--- src/hw/rtl/lgs_pkg.sv ---
// Shared types and constants for the linear gradient shader.
// No dependencies; used by lgs_cfg_if, lgs_lerp_div and linear_gradient_shader.
package lgs_pkg;

	localparam int CFG_DW = 26;
	localparam int OFF_W  = 17;
	localparam logic [OFF_W-1:0] ONE_Q16 = 17'h10000;

	// Configuration register indexes
	typedef enum logic [2:0] {
		CFG_DIRECTION_MODE = 3'd0,
		CFG_IMAGE_WIDTH    = 3'd1,
		CFG_IMAGE_HEIGHT   = 3'd2,
		CFG_STOP_COUNT     = 3'd3,
		CFG_DIR_COS        = 3'd4,
		CFG_DIR_SIN        = 3'd5,
		CFG_INV_HALF_DIAG  = 3'd6
	} cfg_idx_t;

	// Direction modes; every other code yields position zero
	localparam logic [2:0] MODE_DOWN  = 3'd0;
	localparam logic [2:0] MODE_UP    = 3'd1;
	localparam logic [2:0] MODE_RIGHT = 3'd2;
	localparam logic [2:0] MODE_LEFT  = 3'd3;
	localparam logic [2:0] MODE_ANGLE = 3'd4;

	// Input item kinds
	localparam logic KIND_LOAD  = 1'b0;
	localparam logic KIND_SHADE = 1'b1;

	typedef struct packed {
		logic [OFF_W-1:0] off;
		logic [3:0][7:0]  rgba;  // [0] red .. [3] alpha
	} stop_t;

	typedef struct packed {
		logic blank;  // no stops in use: output zero
		logic pass;   // degenerate pair: output the low stop's channel
	} lerp_ctl_t;

endpackage

--- src/hw/rtl/lgs_lerp_div.sv ---
// One color channel of the interpolation: numerator sum, then an 8-bit
// restoring divide over two stages. Depends on lgs_pkg.
module lgs_lerp_div (
	input  logic                    clk,
	input  logic                    en,
	input  lgs_pkg::lerp_ctl_t      ctl,
	input  logic [7:0]              cl,
	input  logic [lgs_pkg::OFF_W-1:0] rng,
	input  logic [24:0]             p1,
	input  logic signed [26:0]      p2,
	output logic [7:0]              color
);
	logic signed [27:0] num;
	logic               zero_c, sat_c;

	lgs_pkg::lerp_ctl_t           ctl_s9, ctl_s10;
	logic                         zero_s9, sat_s9, zero_s10, sat_s10;
	logic [7:0]                   cl_s9, cl_s10;
	logic [lgs_pkg::OFF_W-1:0]    rng_s9, rng_s10;
	logic [24:0]                  rem_s9, rem_s10, rem_n10;
	logic [3:0]                   qh_s10, qh_n10;
	logic [3:0]                   ql_n11;
	logic [24:0]                  rem_n11;

	assign num    = $signed({3'b000, p1}) + $signed({p2[26], p2});
	assign zero_c = num[27];
	assign sat_c  = num >= $signed({3'b000, rng, 8'h00});

	// quotient bits 7..4
	always_comb begin
		logic [24:0] sh;
		rem_n10 = rem_s9;
		qh_n10  = '0;
		for (int k = 3; k >= 0; k--) begin
			sh = {8'h00, rng_s9} << (k + 4);
			if (rem_n10 >= sh) begin
				rem_n10   = rem_n10 - sh;
				qh_n10[k] = 1'b1;
			end
		end
	end

	// quotient bits 3..0
	always_comb begin
		logic [24:0] sh;
		rem_n11 = rem_s10;
		ql_n11  = '0;
		for (int k = 3; k >= 0; k--) begin
			sh = {8'h00, rng_s10} << k;
			if (rem_n11 >= sh) begin
				rem_n11   = rem_n11 - sh;
				ql_n11[k] = 1'b1;
			end
		end
	end

	always_ff @(posedge clk) begin
		if (en) begin
			ctl_s9   <= ctl;
			zero_s9  <= zero_c;
			sat_s9   <= sat_c;
			cl_s9    <= cl;
			rng_s9   <= rng;
			rem_s9   <= num[24:0];
			ctl_s10  <= ctl_s9;
			zero_s10 <= zero_s9;
			sat_s10  <= sat_s9;
			cl_s10   <= cl_s9;
			rng_s10  <= rng_s9;
			rem_s10  <= rem_n10;
			qh_s10   <= qh_n10;
			priority if (ctl_s10.blank) color <= 8'h00;
			else if (ctl_s10.pass)      color <= cl_s10;
			else if (zero_s10)          color <= 8'h00;
			else if (sat_s10)           color <= 8'hFF;
			else                        color <= {qh_s10, ql_n11};
		end
	end
endmodule

--- config.mk ---
export PLATFORM = sky130hd
export DESIGN_NAME = lgs_lerp_div
export DESIGN_NICKNAME = d
export VERILOG_FILES = /design/src/hw/rtl/lgs_pkg.sv /design/src/hw/rtl/lgs_lerp_div.sv
export SDC_FILE = /design/constraint.sdc
export NUM_CORES = 1
export LEC_CHECK = 0
export ABC_AREA = 1
export BUFFER_PORTS_ARGS = -buffer_cell sky130_fd_sc_hd__buf_2
export CORE_MARGIN = 3
export CORE_UTILIZATION = 50
export CTS_CLUSTER_SIZE = 10
export DETAILED_ROUTE_END_ITERATION = 7
export PLACE_DENSITY = 0.81
export SLEW_MARGIN = 20
export SYNTH_ARGS = -nofsm -noshare
export SYNTH_HDL_FRONTEND = slang
export SYNTH_SLANG_ARGS = --single-unit
--- constraint.sdc ---
create_clock -name clk -period 9.2 [get_ports clk]
set_input_delay 0 -clock clk [delete_from_list [all_inputs] [get_ports clk]]
set_output_delay 0 -clock clk [all_outputs]
set_load 0.02 [all_outputs]
# After elaboration in Yosys (flattened, before gate mapping)
# Cells that the tools add are included.
# word_totals
regBits	120
word_cells	51
# classes
n_addsub	8
n_lt_le_gt_ge	9
mux	18
# op_table
cell	count
$mux W25	7
$add A26 B27 Y28	1
$ge A28 B26 Y1	1
$ge A25 B17 Y1	1
$ge A25 B18 Y1	1
$ge A25 B19 Y1	1
$ge A25 B20 Y1	1
$ge A25 B21 Y1	1
$ge A25 B22 Y1	1
$ge A25 B23 Y1	1
$ge A25 B24 Y1	1
$sub A25 B18 Y25	1
$sub A25 B19 Y25	1
$sub A25 B20 Y25	1
$sub A25 B21 Y25	1
$sub A25 B22 Y25	1
$sub A25 B23 Y25	1
$sub A25 B24 Y25	1
$mux W8	3
$mux W1	8

# Logic depth before layout (Yosys ltp)
# Gate-level depths: netlist of run 1.
# logic_depth
word_depth	11
depth_mapped	67
mapped_depth_nobuf	63

# Worst setup path before layout of run 1
# No wires, ideal clock.
# synth_path
kind	register -> register
start	register rng_s9[0] (netlist bit)
end	register rem_s10[13], data pin
setup_time_ns	0.257
t_arrival_ns	8.950
setup_slack_ns	-0.007
stages_incl_launch_ff	60
path_buffers	5
path_cell_list	edfxtp_1 -> ha_1 -> inv_1 -> fa_1 -> nand2_2 -> a21oi_2 -> nand3_1 -> nand2_2 -> nand4_2 -> nand2_2 -> nand2_4 -> nand2_8 -> clkbuf_1 -> clkbuf_1 -> nor2_1 -> a21oi_1 -> ha_1 -> a21oi_1 -> [... 24 more ...] -> o21ai_0 -> ha_1 -> a21o_1 -> a21oi_1 -> o21ai_0 -> a21oi_1 -> inv_1 -> a21oi_1 -> o21ai_0 -> nand4_1 -> o211ai_1 -> a21oi_1 -> nand2_2 -> nor2_4 -> nand2_4 -> inv_6 -> buf_12 -> o21ai_2
# synth_via
elab_chain_len	8
word_cells_on_any_way	12
classes_between	add/sub (4); order compare (4); mux (4)
# synth_lines
element	line	text
from (decl)	lgs_lerp_div.sv:19	logic [lgs_pkg::OFF_W-1:0] rng_s9, rng_s10;
from (signal assigned)	lgs_lerp_div.sv:63	rng_s9 <= rng;
$sub A25 B24 Y25 / $ge A25 B24 Y1 (equally long branches)	lgs_lerp_div.sv:37, lgs_lerp_div.sv:36	
$mux W25	lgs_lerp_div.sv:36	if (rem_n10 >= sh) begin
$sub A25 B23 Y25 / $ge A25 B23 Y1 (equally long branches)	lgs_lerp_div.sv:37, lgs_lerp_div.sv:36	
$mux W25	lgs_lerp_div.sv:36	
$sub A25 B22 Y25 / $ge A25 B22 Y1 (equally long branches)	lgs_lerp_div.sv:37, lgs_lerp_div.sv:36	
$mux W25	lgs_lerp_div.sv:36	
$sub A25 B21 Y25 / $ge A25 B21 Y1 (equally long branches)	lgs_lerp_div.sv:37, lgs_lerp_div.sv:36	
$mux W25 (*)	lgs_lerp_div.sv:36	
via rem_n10[13]	lgs_lerp_div.sv:20	logic [24:0] rem_s9, rem_s10, rem_n10;
to (signal assigned)	lgs_lerp_div.sv:70	rem_s10 <= rem_n10;
to (decl)	lgs_lerp_div.sv:20	
# Mark *: on every way through the listed nets, which the timed path passes. The rest lies on a longest branch.
# A chain may end at the register's enable or synchronous reset.

# Final worst setup path of run 1
# layout_path
start	register rng_s9[5] (netlist bit)
end	register rem_s10[24], data pin
# The elaborated chain is that of the path after synthesis.

==> results of run 1 <==
Yosys cell counts, types with 26 or more instances:
cell and count:
nand3_1 93, o21ai_0 142, inv_1 255, a21oi_1 184, nand2_2 26, xnor2_1 57
ha_1 178, nand2_1 484, xor2_1 68, nor2_1 113, nand4_1 27, edfxtp_1 120
sequential cells by signal, summed over array words and instances (netlist names), 4 cells and up:
register,cells
rem_s9,25
color,8
cl_s10,8
cl_s9,8
qh_s10,4
rng_s10,17
rem_s10,25
rng_s9,17
worst min-delay path by stage:
stage          slack (ns)  cells past startpoint    from        to
6_report             0.04                      4  p2[25]   zero_s9
5_1_grt              0.06                      4  p2[25]   zero_s9
4_1_cts              0.03                      4  p2[25]   zero_s9
3_5_place_dp         0.18                      1   cl[2]  cl_s9[2]
3_3_place_gp         0.18                      1   cl[2]  cl_s9[2]
2_1_floorplan         0.1                      0   cl[0]  cl_s9[0]
cell type report:
type	count	area (um^2)	share of cell area, %
inverters	264	1008	5.939
multi-input cells	1562	9899	58.30
well taps	378	473.0	2.785
repair inverters	1	8.758	0.05158
clock inverters	14	221.5	1.304
repair buffers	194	1341	7.899
clock buffers	17	425.4	2.505
flip-flops and latches	120	3603	21.22
kinds of logic after synthesis:
group                      after synthesis  synth area share [%]
AOI/OAI and AO/OA                      424                 16.65
DFF                                    120                 25.12
and+or+nand+nor                        822                 25.64
muxes                                    1               0.07849
buffers and inverters                  288                 8.050
xor gates and xnor gates               126                 7.823
adders and majority gates              186                 16.64
per-layer routing:
metal	up-vias	share of wire [%]	track usage, %
li1	7068	-	-
met1	6600	39	30.02
met2	440	51	50.85
met3	143	4.2	2.962
met4	0	6.0	13.96
met5	-	0	0
worst max-delay path: cells and delay by family, from the launching register on:
family / cells / cell delay [ns]
fa+ha+maj: 4 / 1.33
simple gates: 20 / 3.13
flops: 1 / 0.34
buf+inv: 7 / 0.90
mux: 1 / 0.40
compound gates: 15 / 2.45
through the flow:
stage	area, um^2	cells	setup TNS [ns]
6_report	16980	2550	0
5_1_grt	16980	2550	-0.4410
4_1_cts	16530	2526	0
3_5_place_dp	15540	2465	-9.552
3_3_place_gp	15540	2465	-3.906
2_1_floorplan	14350	1967	0
layout by cell type, fill, tap and decap left out, types with 22 or more instances in the layout:
master / n
o21ai_1: 22
xnor2_1: 57
edfxtp_1: 120
ha_1: 168
inv_1: 250
nor2_1: 110
buf_4: 73
nand4_1: 27
nand2_1: 481
nand3_1: 91
nand2_2: 29
a21oi_1: 168
xor2_1: 68
dlygate4sd3_1: 30
o21ai_0: 129
buf_2: 87
what timing repair did:
item                                   CTS  global route
setup buffers                            0            20
setup endpoints to repair               22            23
gates resized for setup                 10            71
pin swaps                                0            22
gates cloned                             0             4
hold buffers                            30             0
endpoints found under the hold margin   29             0
==> flow_summary.ini, run 1 <==
[floorplanning]
die_area_um2 = 30760
core_um2 = 28010
start_util_pct = 51.22
ios = 89
chipHeight_um = 175.4
die_x_um = 175.4
rows = 61

[layout]
syn2layout_area_growth_pct = 18.37
final_layout_size_suffix_gt1_share_pct = 15.84
layout.nets = 2427
antenna_cells = 0
utilization_pct = 60.62
fillers = 2486

[run]
cap_violations = 0

[setup_path]
path_class = register to register
r2r_slack_ns = 0.38
r2r_start = rng_s9[5]
worstSetupEndpoint = rem_s10[24]
worstReg2RegEnd = rem_s10[24]
cp-end-kind = register
cpPeakStageDelay_ns = 0.45
cp_common_cell = nand2_1
worstPathArrival_ns = 9.00
reg2reg_depth = 47
critPathMaxFanout = 19
start_kind = register
worstSetupStartpoint = rng_s9[5]
critPathRequiredTime_ns = 9.38
cp_slowest_cell = nor4_2

[routing]
wire_per_inst_um = 16.75
ant_nets = 0
drc = 0
via_count = 14251
drtIter0Drc = 891
wl_um = 42710
dr.pass1.iters = 5
viasPerCell = 5.589

[synth]
async_flop_share_pct = 0
ys_top_cells_by_area = edfxtp_1 (25%), ha_1 (16%), nand2_1 (13%), inv_1 (6.7%), a21oi_1 (6.4%)
yosys.area.top_type = edfxtp_1
synth_cell_types = 62
ys.flop_type = edfxtp_1
synth.avg_cell_area_um2 = 7.293
synth_nets = 2234
syn_area_um2 = 14350
synthCells = 1967
synth-seq-cells = 120
synth_edf_count = 120
yosys_warnings = 0
synth_top_area_share_pct = 25.12
yosysSeqAreaShare_pct = 25.12

[timing]
clock.fmax_ghz = 0.1134
maxSlewViolCount = 0
slew_headroom_pct = 40.69
worst_slack_ns = 0.3779
setup_violations = 0
finalHoldWorstSlack_ns = 0.04213
worstMarginPinSlew_ns = 0.8897
hold_viol_final = 0
finalCritPeriodShare_pct = 95.89
final.setup_skew_ns = 0.01360
period_minus_slack_ns = 8.822

[grt]
grt_pass1_wl_um = 67390
grt_pass1_vias = 14156
antenna_found_initial = 0
grt_util_all_layers_pct = 27.09
grt-ovfl-total = 0
grt_start_max_net_pins = 66

[placement]
port_buffers = 88
dpl_worst_slack_ns = -0.5204
hpwlAfterDp_um = 34330
gp_congestion = 0.9635

[clock_network]
clkLatencyLatePin_ns = 0.43
cts_sinks = 120
cts_buffers = 17
h-tree-depth = 4
cts_buffer_depth = 2
cts.clk_slew.worst_paths_ns = 0.06
cts_tree = done
root_buffer = clkbuf_16

[min_path]
min_path_type = input port to register

[outcome]
outcome = finished clean
Power of run 1 is left out: the tool's default activity adds up to more than one toggle a clock period on the data nets, which glitch-free logic cannot reach.
==> run 2, diff against run 1 <==
--- a/config.mk
+++ b/config.mk
@@ -7,6 +7,7 @@
 export LEC_CHECK = 0
 export ABC_AREA = 1
 export BUFFER_PORTS_ARGS = -buffer_cell sky130_fd_sc_hd__buf_2
+export CORE_ASPECT_RATIO = 1.4
 export CORE_MARGIN = 3
 export CORE_UTILIZATION = 50
 export CTS_CLUSTER_SIZE = 10
==> run 2 against run 1 <==
  * Maximum frequency grew 1.2%
  * Critical path depth rose by 2
  * Non-clock buffer count grew 52
  * Design area increased by 1.4%
  * First-iteration DRC count shrank 4.7%
  * Routed wire length up 1.7%
  * Sequential share of layout area is 0.30 points lower
  * Core utilization increased by 1.1 points
  * Via count rose by 0.77%
==> flow_summary.ini, run 2 (synthesized netlist as in run 1, its figures left out) <==
[placement]
dpl_cell_area_um2 = 16030
gp_congestion = 0.9990
hpwlAfterDp_um = 36200
port_buffers = 88

[grt]
grt-ovfl-total = 0
grt_start_max_net_pins = 64
grt_pass1_wl_um = 68940
grt_pass1_vias = 14751
antenna_found_initial = 0
grt_util_all_layers_pct = 28.41

[timing]
slew_headroom_pct = 45.56
setup_violations = 0
period_minus_slack_ns = 8.716
final.setup_skew_ns = 0.006685
maxSlewViolCount = 0
worstMarginPinSlew_ns = 0.8092
clock.fmax_ghz = 0.1147
finalCritPeriodShare_pct = 94.74
fin_setup_tns_ns = 0
hold_viol_final = 0

[setup_path]
r2r_slack_ns = 0.48
worstSetupStartpoint = rng_s9[15]
cp_common_cell = nand2_1
reg2reg_depth = 49
cp_slowest_cell = nor4_1
cpPeakStageDelay_ns = 0.50
critPathRequiredTime_ns = 9.37
r2r_start = rng_s9[15]
worstReg2RegEnd = rem_s10[20]
critPathMaxFanout = 19
start_kind = register
path_class = register to register
worstPathArrival_ns = 8.89
cp-end-kind = register

[run]
cap_violations = 0

[routing]
via_count = 14361
ant_nets = 0
viasPerCell = 5.543
drtIter0Drc = 849
drc = 0
wl_um = 43450
dr.pass1.iters = 5
wire_per_inst_um = 16.77

[min_path]
min_to = zero_s9
hold_path_startpoint = p2[25]
hold_depth = 4
min_path_type = input port to register

[outcome]
outcome = finished clean

[floorplanning]
start_util_pct = 51.37
die_area_um2 = 30790
core_um2 = 27930
chipHeight_um = 206.4
rows = 72
die_x_um = 149.2
ios = 89

[layout]
final_common_cell = nand2_1
layout_common_cells = nand2_1 (483), inv_1 (251), a21oi_1 (171)
reg.largest.list = rem_s10 x25, rem_s9 x25
layout.nets = 2475
final_layout_size_suffix_gt1_share_pct = 17.06
regArea_um2 = 3603
fillers = 2553
fin_area_um2 = 17230
syn2layout_area_growth_pct = 20.07
utilization_pct = 61.68
multi_input_area_um2 = 9804
antenna_cells = 0

[clock_network]
cts_sinks = 120
cts.clk_slew.worst_paths_ns = 0.06
root_buffer = clkbuf_16
cts_tree = done
h-tree-depth = 4
cts_buffers = 17
cts_buffer_depth = 2
clkLatencyLatePin_ns = 0.43
==> run 2: worst max path at each step <==
stage,endpoint,cells after the start
2_1_floorplan,rem_s10[13],58
3_3_place_gp,rem_s10[19],51
3_5_place_dp,rem_s10[17],51
4_1_cts,rem_s10[17],51
5_1_grt,color[0],58
6_report,rem_s10[20],49
==> run 2: critical path: cells and delay by family, from the launching register on <==
kind / cells / cell delay [ns]
buffers and inverters: 9 / 1.38
adder cells (fa/ha/maj): 4 / 1.46
AO/OA/AOI/OAI: 9 / 1.74
AND/OR/NAND/NOR: 27 / 3.50
flip-flops: 1 / 0.37
==> run 2: cell type report <==
class	instances	area share (%)
well taps	370	2.688
multi-input cells	1559	56.92
inverters	264	5.847
clock inverters	15	0.9588
clock buffers	17	2.470
repair buffers	246	10.20
flip-flops and latches	120	20.92
==> run 2: routing by layer <==
metal	global-route usage (%)	share of wire (%)
met5	0	0
met4	20.84	8.1
met3	2.501	2.8
met2	57.42	55
met1	25.53	34
==> run 2: repair_timing <==
action / CTS / global route
pin swaps: 0 / 9
resized for setup: 2 / 57
setup buffers: 0 / 8
endpoints found under the setup margin: 21 / 23
hold buffers: 30 / 0
hold endpoints to repair: 29 / 0
gates cloned: 0 / 0
==> run 2: through the flow <==
stage,hold WS (ns),setup WS (ns),std cells
floorplan,0.09887,0.03833,1967
global placement,0.1761,0.2606,2521
detailed placement,0.1788,-0.02203,2521
CTS,0.04334,0.009619,2583
global route,0.08512,-0.003693,2591
finish,0.06088,0.4835,2591
Power of run 2 is left out for the same reason.
